**src/design/sio_pkg.sv**
```systemverilog
`default_nettype none

package sio_pkg;

   // Field widths of the bus access and of the result
   localparam int ADDR_W       = 10;
   localparam int BYTE_W       = 8;
   localparam int STRAP_W      = 16;
   localparam int IRQ_W        = 4;
   localparam int REQ_TDATA_W  = 24;
   localparam int RSP_TDATA_W  = 72;

   // Port windows
   localparam logic [ADDR_W-1:0] PORT_LOW_KEY   = 10'h250;
   localparam logic [ADDR_W-1:0] PORT_LOW_INDEX = 10'h251;
   localparam logic [ADDR_W-1:0] PORT_LOW_DATA  = 10'h252;
   localparam logic [ADDR_W-1:0] PORT_HIGH_KEY  = 10'h3f0;
   localparam logic [ADDR_W-1:0] PORT_HIGH_DATA = 10'h3f1;

   // Unlock keys and the relock byte
   localparam logic [BYTE_W-1:0] KEY_LOW    = 8'h88;
   localparam logic [BYTE_W-1:0] KEY_HIGH   = 8'h86;
   localparam logic [BYTE_W-1:0] KEY_RELOCK = 8'haa;
   localparam logic [BYTE_W-1:0] BYTE_IDLE  = 8'hff;

   typedef enum logic {
      OP_READ  = 1'b0,
      OP_WRITE = 1'b1
   } opcode_type;

   // Registers held at fixed places, among them those that the resource decode reads
   typedef struct packed {
      logic [7:0] r00;
      logic [7:0] r03;
      logic [7:0] r04;
      logic [7:0] r06;
      logic [7:0] r07;
      logic [7:0] r09;
      logic [7:0] r0a;
      logic [7:0] r0c;
      logic [7:0] r0d;
      logic [7:0] r16;
      logic [7:0] r19;
      logic [7:0] r1e;
      logic [7:0] r20;
      logic [7:0] r21;
      logic [7:0] r22;
      logic [7:0] r23;
      logic [7:0] r24;
      logic [7:0] r25;
      logic [7:0] r26;
      logic [7:0] r27;
      logic [7:0] r28;
      logic [7:0] r29;
   } shadow_type;

   // Decoded resources, highest field first so packing puts floppy_base lowest
   typedef struct packed {
      logic [IRQ_W-1:0]  uart_b_irq;
      logic [ADDR_W-1:0] uart_b_base;
      logic [1:0]        uart_a_clock;
      logic [IRQ_W-1:0]  uart_a_irq;
      logic [ADDR_W-1:0] uart_a_base;
      logic [1:0]        printer_mode;
      logic [IRQ_W-1:0]  printer_irq;
      logic [ADDR_W-1:0] printer_base;
      logic [IRQ_W-1:0]  floppy_irq;
      logic [ADDR_W-1:0] floppy_base;
   } resource_type;

   typedef struct packed {
      resource_type      res;
      logic              unlocked;
      logic [BYTE_W-1:0] read_data;
   } result_type;

   localparam int RESULT_W = $bits(result_type);

   typedef struct packed {
      logic capture;
      logic execute;
      logic load;
   } cmd_type;

endpackage

`default_nettype wire

```
**src/design/sio_ctrl.sv**
```systemverilog
`default_nettype none

module sio_ctrl
   import sio_pkg::*;
(
   input  wire logic clock,
   input  wire logic reset,
   input  wire logic req_tvalid,
   output logic      req_tready,
   output logic      rsp_tvalid,
   input  wire logic rsp_tready,
   output cmd_type   cmd
);

   typedef enum logic [2:0] {
      ST_IDLE = 3'b001,
      ST_EXEC = 3'b010,
      ST_LOAD = 3'b100
   } state_type;

   state_type state_ff, state_in;
   logic      rsp_valid_ff, rsp_valid_in;

   always_comb begin
      state_in     = state_ff;
      rsp_valid_in = rsp_valid_ff;
      cmd          = '0;
      if (rsp_valid_ff && rsp_tready) begin
         rsp_valid_in = 1'b0;
      end
      case (state_ff)
         ST_IDLE: begin
            if (req_tvalid) begin
               cmd.capture = 1'b1;
               state_in    = ST_EXEC;
            end
         end
         ST_EXEC: begin
            cmd.execute = 1'b1;
            state_in    = ST_LOAD;
         end
         ST_LOAD: begin
            // hold until the output register is free
            if (!rsp_valid_ff || rsp_tready) begin
               cmd.load     = 1'b1;
               rsp_valid_in = 1'b1;
               state_in     = ST_IDLE;
            end
         end
         default: begin
            state_in = ST_IDLE;
         end
      endcase
   end

   always_ff @(posedge clock) begin
      if (reset) begin
         state_ff     <= ST_IDLE;
         rsp_valid_ff <= 1'b0;
      end else begin
         state_ff     <= state_in;
         rsp_valid_ff <= rsp_valid_in;
      end
   end

   assign req_tready = (state_ff == ST_IDLE) && !reset;
   assign rsp_tvalid = rsp_valid_ff;

   a_accept_to_exec: assert property (@(posedge clock) disable iff (reset)
      (req_tvalid && req_tready) |=> (state_ff == ST_EXEC))
      else $error("accepted beat did not enter execute");

   a_exec_to_load: assert property (@(posedge clock) disable iff (reset)
      (state_ff == ST_EXEC) |=> (state_ff == ST_LOAD))
      else $error("execute not followed by load");

   a_no_overwrite: assert property (@(posedge clock) disable iff (reset)
      (state_ff == ST_LOAD && rsp_tvalid && !rsp_tready) |=> (state_ff == ST_LOAD))
      else $error("pending result overwritten");

endmodule

`default_nettype wire

```
**src/design/sio_decode.sv**
```systemverilog
`default_nettype none

module sio_decode
   import sio_pkg::*;
(
   input  wire shadow_type regs,
   output resource_type    res
);

   function automatic logic [IRQ_W-1:0] irq_map(logic [3:0] sel);
      logic [IRQ_W-1:0] irq;
      case (sel)
         4'd1:    irq = 4'd5;
         4'd2:    irq = 4'd2;
         4'd3:    irq = 4'd3;
         4'd4:    irq = 4'd4;
         4'd5:    irq = 4'd7;
         4'd6:    irq = 4'd6;
         4'd7:    irq = 4'd9;
         4'd8:    irq = 4'd10;
         default: irq = 4'd0;
      endcase
      return irq;
   endfunction

   logic epp_ok;
   logic uart_a_en;
   logic uart_b_en;

   // Enabled bases always land inside 0x100..0x3ff, so no fallback applies
   always_comb begin
      epp_ok    = regs.r09[7] & regs.r00[2];
      uart_a_en = !regs.r04[5] && (regs.r24[7:6] != 2'b00);
      uart_b_en = !regs.r04[4] && (regs.r25[7:6] != 2'b00);

      res.floppy_base = (!regs.r06[3] && (regs.r20[7:6] != 2'b00)) ?
                        {regs.r20[7:2], 4'b0000} : '0;
      res.floppy_irq  = irq_map(regs.r29[7:4]);

      res.printer_base = (!regs.r04[7] && (regs.r23[7:6] != 2'b00)) ?
                         {regs.r23[7:1], regs.r23[0] & ~epp_ok, 2'b00} : '0;
      res.printer_irq  = irq_map(regs.r27[3:0]);
      res.printer_mode = {regs.r09[7] & regs.r00[3], epp_ok};

      res.uart_a_base  = uart_a_en ? {regs.r24[7:1], 3'b000} : '0;
      res.uart_a_irq   = uart_a_en ? irq_map(regs.r28[7:4]) : '0;
      res.uart_a_clock = regs.r19[1] ? 2'd2 : (regs.r03[1] ? 2'd1 : 2'd0);

      res.uart_b_base  = uart_b_en ? {regs.r25[7:1], 3'b000} : '0;
      res.uart_b_irq   = uart_b_en ? irq_map(regs.r28[3:0]) : '0;
   end

endmodule

`default_nettype wire

```
**src/design/sio_dp.sv**
```systemverilog
`default_nettype none

module sio_dp
   import sio_pkg::*;
(
   input  wire logic               clock,
   input  wire logic               reset,
   input  wire logic               csr_valid,
   input  wire logic [STRAP_W-1:0] csr_data,
   input  wire cmd_type            cmd,
   input  wire logic               req_opcode,
   input  wire logic [ADDR_W-1:0]  req_address,
   input  wire logic [BYTE_W-1:0]  req_write_data,
   output result_type              result
);

   localparam int DEPTH = 1 << BYTE_W;

   localparam logic [7:0] REG_00 = 8'h00;
   localparam logic [7:0] REG_03 = 8'h03;
   localparam logic [7:0] REG_04 = 8'h04;
   localparam logic [7:0] REG_06 = 8'h06;
   localparam logic [7:0] REG_07 = 8'h07;
   localparam logic [7:0] REG_09 = 8'h09;
   localparam logic [7:0] REG_0A = 8'h0a;
   localparam logic [7:0] REG_0C = 8'h0c;
   localparam logic [7:0] REG_0D = 8'h0d;
   localparam logic [7:0] REG_16 = 8'h16;
   localparam logic [7:0] REG_19 = 8'h19;
   localparam logic [7:0] REG_1E = 8'h1e;
   localparam logic [7:0] REG_20 = 8'h20;
   localparam logic [7:0] REG_21 = 8'h21;
   localparam logic [7:0] REG_22 = 8'h22;
   localparam logic [7:0] REG_23 = 8'h23;
   localparam logic [7:0] REG_24 = 8'h24;
   localparam logic [7:0] REG_25 = 8'h25;
   localparam logic [7:0] REG_26 = 8'h26;
   localparam logic [7:0] REG_27 = 8'h27;
   localparam logic [7:0] REG_28 = 8'h28;
   localparam logic [7:0] REG_29 = 8'h29;
   localparam logic [7:0] PROTECT_END = 8'h18;

   function automatic shadow_type shadow_group(shadow_type s, logic on);
      shadow_type t;
      t     = s;
      t.r1e = on ? 8'h81 : 8'h00;
      t.r20 = on ? 8'hfc : 8'h00;
      t.r21 = on ? 8'h7c : 8'h00;
      t.r22 = on ? 8'hfd : 8'h00;
      t.r23 = on ? 8'hde : 8'h00;
      t.r24 = on ? 8'hfe : 8'h00;
      t.r25 = on ? 8'hbe : 8'h00;
      t.r26 = on ? 8'h23 : 8'h00;
      t.r27 = on ? 8'h65 : 8'h00;
      t.r28 = on ? 8'h43 : 8'h00;
      t.r29 = on ? 8'h62 : 8'h00;
      return t;
   endfunction

   function automatic shadow_type shadow_reset(logic [STRAP_W-1:0] strap);
      shadow_type t;
      t     = '0;
      t.r03 = 8'h30;
      t.r07 = 8'hf5;
      t.r09 = strap[15:8];
      t.r0a = 8'h1f;
      t.r0c = 8'h28;
      t.r0d = 8'ha3;
      t.r16 = strap[7:0] | 8'h02;
      return shadow_group(t, 1'b1);
   endfunction

   function automatic logic shadow_hit(logic [7:0] idx);
      logic hit;
      case (idx)
         REG_00, REG_03, REG_04, REG_06, REG_07, REG_09, REG_0A, REG_0C, REG_0D,
         REG_16, REG_19, REG_1E, REG_20, REG_21, REG_22, REG_23, REG_24, REG_25,
         REG_26, REG_27, REG_28, REG_29: hit = 1'b1;
         default:                        hit = 1'b0;
      endcase
      return hit;
   endfunction

   function automatic logic [7:0] shadow_read(shadow_type s, logic [7:0] idx);
      logic [7:0] v;
      case (idx)
         REG_00:  v = s.r00;
         REG_03:  v = s.r03;
         REG_04:  v = s.r04;
         REG_06:  v = s.r06;
         REG_07:  v = s.r07;
         REG_09:  v = s.r09;
         REG_0A:  v = s.r0a;
         REG_0C:  v = s.r0c;
         REG_0D:  v = s.r0d;
         REG_16:  v = s.r16;
         REG_19:  v = s.r19;
         REG_1E:  v = s.r1e;
         REG_20:  v = s.r20;
         REG_21:  v = s.r21;
         REG_22:  v = s.r22;
         REG_23:  v = s.r23;
         REG_24:  v = s.r24;
         REG_25:  v = s.r25;
         REG_26:  v = s.r26;
         REG_27:  v = s.r27;
         REG_28:  v = s.r28;
         REG_29:  v = s.r29;
         default: v = 8'h00;
      endcase
      return v;
   endfunction

   function automatic shadow_type shadow_write(shadow_type s, logic [7:0] idx,
                                               logic [7:0] v);
      shadow_type t;
      t = s;
      case (idx)
         REG_00:  t.r00 = v;
         REG_03:  t.r03 = v;
         REG_04:  t.r04 = v;
         REG_06:  t.r06 = v;
         REG_07:  t.r07 = v;
         REG_09:  t.r09 = v;
         REG_0A:  t.r0a = v;
         REG_0C:  t.r0c = v;
         REG_0D:  t.r0d = v;
         REG_16:  t.r16 = v;
         REG_19:  t.r19 = v;
         REG_1E:  t.r1e = v;
         REG_20:  t.r20 = v;
         REG_21:  t.r21 = v;
         REG_22:  t.r22 = v;
         REG_23:  t.r23 = v;
         REG_24:  t.r24 = v;
         REG_25:  t.r25 = v;
         REG_26:  t.r26 = v;
         REG_27:  t.r27 = v;
         REG_28:  t.r28 = v;
         REG_29:  t.r29 = v;
         default: t = s;
      endcase
      return t;
   endfunction

   // captured beat
   logic              op_ff;
   logic [ADDR_W-1:0] addr_ff;
   logic [BYTE_W-1:0] wdata_ff;

   // configuration state
   shadow_type        shadow_ff, shadow_in;
   logic              mode_ff, mode_in;
   logic              first_ff, first_in;
   logic [BYTE_W-1:0] index_ff, index_in;
   logic              wp_ff, wp_in;
   logic [BYTE_W-1:0] rd_ff, rd_in;

   // register file for the indexes without a shadow copy
   logic [BYTE_W-1:0] mem [DEPTH];
   logic [BYTE_W-1:0] mem_rd_ff;
   logic [DEPTH-1:0]  valid_ff, valid_in;
   logic              rd_valid_ff;
   logic              mem_we;

   result_type        result_ff;
   resource_type      res;

   logic              hi;
   logic [BYTE_W-1:0] key;
   logic              is_key;
   logic              is_index;
   logic              is_data;
   logic              hit;
   logic [BYTE_W-1:0] cur;
   logic [BYTE_W-1:0] diff;

   always_comb begin
      hi       = shadow_ff.r16[0];
      key      = (hi ? KEY_HIGH : KEY_LOW) | {7'b0, shadow_ff.r0c[5]};
      is_key   = hi ? (addr_ff == PORT_HIGH_KEY)  : (addr_ff == PORT_LOW_KEY);
      is_index = hi ? (addr_ff == PORT_HIGH_KEY)  : (addr_ff == PORT_LOW_INDEX);
      is_data  = hi ? (addr_ff == PORT_HIGH_DATA) : (addr_ff == PORT_LOW_DATA);
      hit      = shadow_hit(index_ff);
      cur      = hit ? shadow_read(shadow_ff, index_ff) :
                 (rd_valid_ff ? mem_rd_ff : 8'h00);
      diff     = wdata_ff ^ cur;
   end

   always_comb begin
      shadow_in = shadow_ff;
      mode_in   = mode_ff;
      first_in  = first_ff;
      index_in  = index_ff;
      wp_in     = wp_ff;
      rd_in     = rd_ff;
      mem_we    = 1'b0;
      if (cmd.execute) begin
         rd_in = BYTE_IDLE;
         if (op_ff == OP_WRITE) begin
            if (!hi && is_key) begin
               mode_in = (wdata_ff == key);
            end else if (!hi && is_index) begin
               index_in = wdata_ff;
            end else if (hi && is_key) begin
               if (wdata_ff == key && !mode_ff) begin
                  mode_in  = first_ff;
                  first_in = !first_ff;
               end else if (mode_ff) begin
                  index_in = wdata_ff;
                  if (wdata_ff == KEY_RELOCK) begin
                     mode_in = 1'b0;
                  end
               end else begin
                  first_in = 1'b0;
               end
            end else if (is_data && mode_ff && !wp_ff) begin
               mem_we    = !hit;
               shadow_in = shadow_write(shadow_ff, index_ff, wdata_ff);
               if (index_ff == REG_09 && diff[6]) begin
                  wp_in = wdata_ff[6];
               end else if (index_ff == REG_16 && diff[1]) begin
                  shadow_in = shadow_group(shadow_in, wdata_ff[1]);
               end else if (index_ff == REG_28) begin
                  // a nibble written to zero falls back to its fixed IRQ select
                  if (diff[3:0] != 4'h0 && wdata_ff[3:0] == 4'h0) begin
                     shadow_in.r28[1:0] = 2'b11;
                  end
                  if (diff[7:4] != 4'h0 && wdata_ff[7:4] == 4'h0) begin
                     shadow_in.r28[6] = 1'b1;
                  end
               end
            end
         end else if (mode_ff) begin
            if (is_index) begin
               rd_in = index_ff;
            end else if (is_data && (index_ff == REG_07 || index_ff >= PROTECT_END ||
                                     !wp_ff)) begin
               rd_in = cur;
            end
         end
      end
   end

   always_comb begin
      valid_in = valid_ff;
      if (mem_we) begin
         valid_in[index_ff] = 1'b1;
      end
   end

   always_ff @(posedge clock) begin
      if (reset) begin
         shadow_ff <= shadow_reset('0);
         mode_ff   <= 1'b0;
         first_ff  <= 1'b0;
         index_ff  <= '0;
         wp_ff     <= 1'b0;
         valid_ff  <= '0;
      end else if (csr_valid) begin
         shadow_ff <= shadow_reset(csr_data);
         mode_ff   <= 1'b0;
         first_ff  <= 1'b0;
         index_ff  <= '0;
         wp_ff     <= 1'b0;
         valid_ff  <= '0;
      end else begin
         shadow_ff <= shadow_in;
         mode_ff   <= mode_in;
         first_ff  <= first_in;
         index_ff  <= index_in;
         wp_ff     <= wp_in;
         valid_ff  <= valid_in;
      end
   end

   always_ff @(posedge clock) begin
      if (mem_we) begin
         mem[index_ff] <= wdata_ff;
      end
      mem_rd_ff   <= mem[index_ff];
      rd_valid_ff <= valid_ff[index_ff];
   end

   always_ff @(posedge clock) begin
      if (cmd.capture) begin
         op_ff    <= req_opcode;
         addr_ff  <= req_address;
         wdata_ff <= req_write_data;
      end
      rd_ff <= rd_in;
      if (cmd.load) begin
         result_ff <= '{res: res, unlocked: mode_ff, read_data: rd_ff};
      end
   end

   sio_decode u_decode (
      .regs (shadow_ff),
      .res  (res)
   );

   assign result = result_ff;

   a_protect_sticky: assert property (@(posedge clock) disable iff (reset)
      (wp_ff && !csr_valid) |=> wp_ff)
      else $error("write protect cleared without a reset");

endmodule

`default_nettype wire

```
**src/design/superio_config_port_decoder_top.sv**
```systemverilog
`default_nettype none

// Channel   Direction  Handshake              Payload
// req       in         req_tvalid/req_tready  tuser opcode, tdata address + write byte
// rsp       out        rsp_tvalid/rsp_tready  tdata read byte, lock flag, resources
// csr       in         csr_valid/csr_ready    16-bit power-on strap
//
// Each access passes through accept, execute against the register file, and
// load of the output register. The next beat is taken in the cycle after the load.
// The execute cycle reads the register file through its registered read port,
// which is addressed by the index pointer ahead of the beat.
// Reset, and any strap write, restore the register defaults; the
// register file's valid bits clear at once, so no clearing pass follows.
// A result held by a stalled rsp side blocks the load of the next one, and no beat after that is taken until it loads.

module superio_config_port_decoder_top
   import sio_pkg::*;
(
   input  wire logic                   clock,
   input  wire logic                   reset,
   input  wire logic                   req_tvalid,
   output logic                        req_tready,
   // bits from lowest: io_address[9:0], write_data[17:10], zero pad
   input  wire logic [REQ_TDATA_W-1:0] req_tdata,
   // bits from lowest: opcode[0]
   input  wire logic                   req_tuser,
   output logic                        rsp_tvalid,
   input  wire logic                   rsp_tready,
   // bits from lowest: read_data[7:0], unlocked[8], floppy_base[18:9],
   // floppy_irq[22:19], printer_base[32:23], printer_irq[36:33],
   // printer_mode[38:37], uart_a_base[48:39], uart_a_irq[52:49],
   // uart_a_clock[54:53], uart_b_base[64:55], uart_b_irq[68:65], zero pad
   output logic [RSP_TDATA_W-1:0]      rsp_tdata,
   input  wire logic                   csr_valid,
   output logic                        csr_ready,
   input  wire logic [STRAP_W-1:0]     csr_data
);

   cmd_type    cmd;
   result_type result;

   // strap writes must arrive only while idle (the block does not enforce it); take them whenever out of reset
   assign csr_ready = !reset;

   sio_ctrl u_ctrl (
      .clock      (clock),
      .reset      (reset),
      .req_tvalid (req_tvalid),
      .req_tready (req_tready),
      .rsp_tvalid (rsp_tvalid),
      .rsp_tready (rsp_tready),
      .cmd        (cmd)
   );

   sio_dp u_dp (
      .clock          (clock),
      .reset          (reset),
      .csr_valid      (csr_valid),
      .csr_data       (csr_data),
      .cmd            (cmd),
      .req_opcode     (req_tuser),
      .req_address    (req_tdata[ADDR_W-1:0]),
      .req_write_data (req_tdata[ADDR_W+BYTE_W-1:ADDR_W]),
      .result         (result)
   );

   // pad the result up to whole bytes
   assign rsp_tdata = {{(RSP_TDATA_W-RESULT_W){1'b0}}, result};

endmodule

`default_nettype wire

```
**config.mk**
```make
export PLATFORM = sky130hd
export DESIGN_NAME = superio_config_port_decoder_top
export DESIGN_NICKNAME = d
export VERILOG_FILES = /design/src/design/sio_pkg.sv /design/src/design/sio_ctrl.sv /design/src/design/sio_decode.sv /design/src/design/sio_dp.sv /design/src/design/superio_config_port_decoder_top.sv
export SDC_FILE = /design/constraint.sdc
export NUM_CORES = 2
export LEC_CHECK = 0
export ABC_AREA = 1
export BUFFER_PORTS_ARGS = -buffer_cell sky130_fd_sc_hd__buf_2
export CORE_MARGIN = 10
export CORE_UTILIZATION = 50
export CTS_CLUSTER_DIAMETER = 40
export DETAILED_ROUTE_END_ITERATION = 6
export PLACE_DENSITY = 0.69
export RECOVER_POWER = 25
export SLEW_MARGIN = 20
export SYNTH_ARGS = -nofsm -noshare
export SYNTH_HDL_FRONTEND = slang
export SYNTH_SLANG_ARGS = --single-unit
```
**constraint.sdc**
```tcl
create_clock -name clock -period 4.55 [get_ports clock]
set_input_delay 0 -clock clock [delete_from_list [all_inputs] [get_ports clock]]
set_output_delay 0 -clock clock [all_outputs]
set_load 0.005 [all_outputs]
```
Word-level counts from Yosys, hierarchy flattened
Memories as Yosys holds them, arrays and structs flattened. A register that Yosys moved wholly into a read port is not among the register bits.
Index checks and enable logic that the tools add are counted.
Widths: inputs -> output; s select.
{"block": "word_totals", "mem_bits_ro": 320, "wordCells": 263, "latchBits": 0, "memories": 6, "mem_bits_rw": 2048, "regBits": 528}
{"name": "u_dp.mem", "words": 256, "width": 8, "read_ports": 1, "rd_ports_with_merged_regs": 1, "wr": 1, "line": "sio_dp.sv:160", "rtl": "logic [BYTE_W-1:0] mem [DEPTH];"}
{"name": "(no name shown)", "words": 64, "width": 1, "read_ports": 1, "rd_ports_with_merged_regs": 1, "wr": 0, "line": "sio_dp.sv:75", "rtl": "case (idx)"}
{"name": "(no name shown)", "words": 16, "width": 4, "read_ports": 1, "rd_ports_with_merged_regs": 1, "wr": 0, "line": "sio_decode.sv:12", "rtl": "case (sel)"}
{"name": "(no name shown)", "words": 16, "width": 4, "read_ports": 1, "rd_ports_with_merged_regs": 1, "wr": 0, "line": "sio_decode.sv:12"}
{"name": "(no name shown)", "words": 16, "width": 4, "read_ports": 1, "rd_ports_with_merged_regs": 1, "wr": 0, "line": "sio_decode.sv:12"}
{"name": "(no name shown)", "words": 16, "width": 4, "read_ports": 1, "rd_ports_with_merged_regs": 1, "wr": 0, "line": "sio_decode.sv:12"}
{"block": "op_classes", "shift": 0, "order_cmp": 3, "mul": 0, "n_bitwise": 11, "div_mod_pow": 0, "n_mux": 98, "n_reduce_logical": 59, "n_eq_ne": 39, "n_addsub": 0}
{"operator": "$mux 136", "count": 7}
{"operator": "$mux 8", "count": 37}
{"operator": "$or 256x256->256", "count": 1}
{"operator": "$pmux 8 s22", "count": 1}
{"operator": "$mux 88", "count": 1}
{"operator": "$eq 8x6->1 const B", "count": 10}
{"operator": "$mux 73", "count": 1}
{"operator": "$eq 10x10->1 const B", "count": 5}
{"operator": "$mux 1", "count": 34}
{"operator": "$eq 8x4->1 const B", "count": 4}
{"operator": "$mux 7", "count": 4}
{"operator": "$eq 8x3->1 const B", "count": 3}
{"operator": "$eq 8x5->1 const B", "count": 3}
{"operator": "$reduce_and 6->1", "count": 4}
{"operator": "$reduce_bool 2->1", "count": 10}
{"operator": "$logic_and 1x1->1", "count": 18}
{"operator": "$mux 6", "count": 3}
{"operator": "$logic_not 1->1", "count": 13}
{"operator": "$ne 2x2->1 const B", "count": 5}
{"operator": "$lt 8x9->1 const B", "count": 1}
{"operator": "$pmux 3 s3", "count": 1}
{"operator": "$bmux 1 s8", "count": 1}
{"operator": "$demux 1 s8", "count": 1}
{"operator": "$eq 8x2->1 const B", "count": 1}
{"operator": "other kinds (24)", "count": 41}

Depth between registers and ports, before layout
{"block": "depth", "depth_word": 17, "mapped_depth": 22, "mapped_depth_nobuf": 20}

By module
A second synthesis with hierarchy kept.
{"block": "unflattened", "hier_cells": 7408, "hier_area_um2": 99835.8}
{"module": "sio_dp", "n_inst": 1, "cells_each": 7212, "area_per_inst_um2": 98811.0, "seq_area_each_um2": 73450.4}
{"module": "sio_decode", "n_inst": 1, "cells_each": 162, "area_per_inst_um2": 788.3, "seq_area_each_um2": 0.0}
{"module": "sio_ctrl", "n_inst": 1, "cells_each": 29, "area_per_inst_um2": 206.4, "seq_area_each_um2": 80.1}
{"module": "superio_config_port_decoder_top", "n_inst": 1, "cells_each": 5, "area_per_inst_um2": 30.0, "seq_area_each_um2": 0.0}

Worst setup path after synthesis
No wires, ideal clock.
{"block": "synth_path", "path_kind": "register to register", "startpoint": "register u_dp.wdata_ff[0]", "endpoint": "register (tool-made name)", "path_stages_with_launch": 13, "n_path_buf": 1, "setup_slack_ps": -283, "synth_period_minus_slack_ps": 4833, "arrival_time_ps": 4721, "cell_sequence": "edfxtp_1 > clkbuf_1 > clkinv_1 > nand2_1 > nand3_1 > ha_1 > nand2_1 > nand2_1 > nor2_1 > nor2_1 > nand2_1 > nand2_1 > nand2_1"}
{"element": "start, declared", "line": "sio_dp.sv:149", "rtl": "logic [BYTE_W-1:0] wdata_ff;"}
{"element": "start signal, assigned", "line": "sio_dp.sv:289", "rtl": "wdata_ff <= req_write_data;"}

Worst setup path after layout
{"block": "layout_path", "startpoint": "register u_dp.wdata_ff[0]", "endpoint": "memory u_dp.mem[20][0] (data pin)"}
{"element": "end, declared", "line": "sio_dp.sv:160"}
No word-level cell before the write port.

==> impl_metrics.py <==
metrics = {
    "drt": {
        "antenna_left": 0,
        "drc": 1,
        "drtIter0Drc": 9254,
        "post_drt_wl_per_cell_um": 27.62,
        "viasPerCell": 6.302,
        "drt_first_pass_iters": 7,
        "totalWireLength_mm": 292.6,
        "vias": 66776,
    },
    "synth": {
        "synth_fa_ha_area_share_pct": 0.1263,
        "synthesis.area_um2": 99090,
        "synth_edf_count": 2132,
        "ys_types": 51,
        "synth-xor-area-share_pct": 0.008839,
        "yosysSeqAreaShare_pct": 73.84,
        "syn_avg_cell_area_um2": 13.34,
        "ys.flop_type": "edfxtp_1",
        "synth_cells": 7428,
        "muxShareOfSynthArea_pct": 0,
        "async_flop_share_pct": 0,
        "ys_seq_elements": 2589,
        "yosysWarnings": 0,
        "synth-simple-area-share_pct": 7.903,
        "synth_top_family_by_area": "compound AO/OA/AOI/OAI gates",
        "synth_compound_area_share_pct": 15.44,
    },
    "layout": {
        "layout.nets": 7745,
        "drive_gt1_share_pct": 11.14,
        "final_cells": 10596,
        "area_growth_pct": 16.25,
        "final_cell_mix": "edfxtp_1, a22oi_1, nand2_1",
        "final_common_cell": "edfxtp_1",
    },
    "setup_path": {
        "crit_type": "flip-flop to flip-flop",
        "critPathMaxFanout": 126,
        "cp_data_arrival_time_ns": 4.91,
        "required_ns": 5.10,
        "worst_setup_path_end_kind": "flip-flop",
        "critPathLaunchType": "flip-flop",
    },
    "power": {
        "vdd_ir_drop_max_mv": 0.4072,
        "finalPower_mw": 52.98,
        "leakage_nw": 38.33,
        "powerDensity_nw_per_um2": 459.9,
    },
    "floorplan": {
        "design.die.area_um2": 216400,
        "rows": 163,
        "fp.dieW_um": 465.2,
        "io_pins": 121,
        "die_h_um": 465.2,
        "start_util_pct": 50.24,
        "core_um2": 197200,
    },
    "timing": {
        "period_minus_slack_ns": 4.361,
        "tns_ns": 0,
        "tightest_slew_ns": 3.244,
        "max_slew_margin_pct": -116.3,
        "fmax_mhz": 229.3,
        "whs_ns": 0.3078,
        "hold_viol_final": 0,
        "rsz0062_at_grt": "no",
        "maxSlewViolCount": 1233,
        "final.setup_skew_ns": 0.07581,
        "setup_violations": 0,
        "fin_crit_sh_pct": 95.84,
    },
    "placed_design": {
        "io_buffers": 98,
        "place_inst": 9887,
        "dp_hpwl_mm": 170.3,
        "place.gp.congestion": 0.9112,
    },
    "cts": {
        "cts_buffers": 334,
        "cts_buffer_depth": 4,
        "clk_latency_ns": 0.96,
        "clk_pin_slew_ns": 0.06,
        "tritoncts": "built",
        "htree_levels": 5,
        "clock_sinks": 2589,
        "cts_root_buffer": "clkbuf_16",
        "cts_resized": 0,
        "cts_setup_buffers": 0,
    },
    "global_route": {
        "antenna_found_initial": 8,
        "grt_usage_pct": 26.05,
        "grt_pass1_vias": 64462,
        "overflow": 0,
        "grt_pass1_wl_mm": 426.4,
        "grt_max_degree": 221,
    },
    "job": {
        "drv_cap": 14,
    },
    "outcome": {
        "outcome": "complete, but fails checks",
        "violations": "design-rule violations, max-capacitance violations, max-slew violations",
    },
    "hold_path": {
        "min-delay-path-class": "primary input to flip-flop",
    },
}
-- synthesized netlist by cell type (17+ instances only) --
cell | number | share of area [%]
a21o_1 | 40 | 0.30
a21oi_1 | 456 | 2.3
a22oi_1 | 1138 | 8.6
buf_1 | 55 | 0.21
buf_2 | 57 | 0.29
buf_4 | 21 | 0.16
clkbuf_1 | 357 | 1.4
dfxtp_1 | 457 | 9.2
edfxtp_1 | 2132 | 65
inv_1 | 155 | 0.59
nand2_1 | 1122 | 4.3
nand3_1 | 94 | 0.47
nand4_1 | 83 | 0.52
nor2_1 | 482 | 1.8
nor2_2 | 17 | 0.11
nor3_1 | 17 | 0.086
nor4_1 | 41 | 0.26
o211ai_1 | 58 | 0.44
o21a_1 | 251 | 1.9
o21ai_0 | 205 | 1.0
o31ai_1 | 45 | 0.34
or2_2 | 30 | 0.19
-- state kept, by name, indices dropped and copies added, names as in the netlist, 3 cells and up, named ones only --
name and cells:
u_dp.mem 2048, u_dp.valid_ff 256, u_dp.shadow_ff 142, u_dp.result 57
u_dp.addr_ff 10, u_dp.index_ff 8, u_dp.mem_rd_ff 8, u_dp.rd_ff 8
u_dp.wdata_ff 8, u_ctrl.state_ff 3
-- report_power, final --
| part | switching (mW) | internal, mW | total (mW) |
|---|---|---|---|
| Sequential | 0.0265 | 25.8 | 25.8 |
| Clock | 10.3 | 16.0 | 26.3 |
| Combinational | 0.702 | 0.127 | 0.829 |
| Total | 11.0 | 42.0 | 53.0 |
-- layout make-up --
cell class | count | area, um^2
Antenna cell | 3 | 7.507
Clock buffer | 408 | 9050
Clock inverter | 192 | 2135
Fill cell | 14977 | 82030
Inverter | 172 | 655.6
Multi-Input combinational cell | 4190 | 23470
Sequential cell | 2589 | 73170
Tap cell | 2640 | 3303
Timing Repair Buffer | 402 | 3397
-- repair_timing --
action | CTS | global route
setup endpoints to repair | 0 | 0
hold buffers | 106 | 0
hold endpoints to repair | 87 | 0
-- per-layer routing --
metal	up-vias	track usage, %	share of wire [%]	wire, um
met5	-	0	0.015	43
met4	6	11.80	5.1	14840
met3	842	6.261	12	34040
met2	4296	40.10	46	133200
met1	32899	35.19	38	110500
li1	28733	-	-	-
-- kinds of logic (layout without fill, tap and decap cells) --
kind of cell,count (synthesis),after routing
fa+ha+maj,10,10
buf+inv,663,1174
other cells,1,18
flops,2589,2589
simple gates,1907,1907
xor+xnor,1,1
compound gates,2257,2257
-- through the flow --
stage          area (um^2)  worst slack [ns]  utilization, %
3_5_place_dp        103100            0.4726           52.26
3_3_place_gp        103100            0.6077           52.26
5_1_grt             115200           0.03778           58.41
4_1_cts             115300            0.4539           58.47
6_report            115200            0.1894           58.41
2_1_floorplan        99240           -0.1650               -
-- worst max-delay path: stages, from the launching register on --
cell and delay (ns):
edfxtp_1 0.47, clkbuf_2 2.18, buf_4 0.95
-- final timing paths --
path	endpoint	start	depth (start not counted)	slack (ns)
setup / recovery	u_dp.mem[20][0]	u_dp.wdata_ff[0]	2	0.19
hold / removal	u_dp.valid_ff[8]	csr_valid	4	0.31
setup reg to reg	u_dp.mem[20][0]	u_dp.wdata_ff[0]	2	0.19
hold reg to reg	u_dp.result[3]	u_dp.rd_ff[3]	0	0.42
No activity file was read; power rests on OpenSTA's default activity.
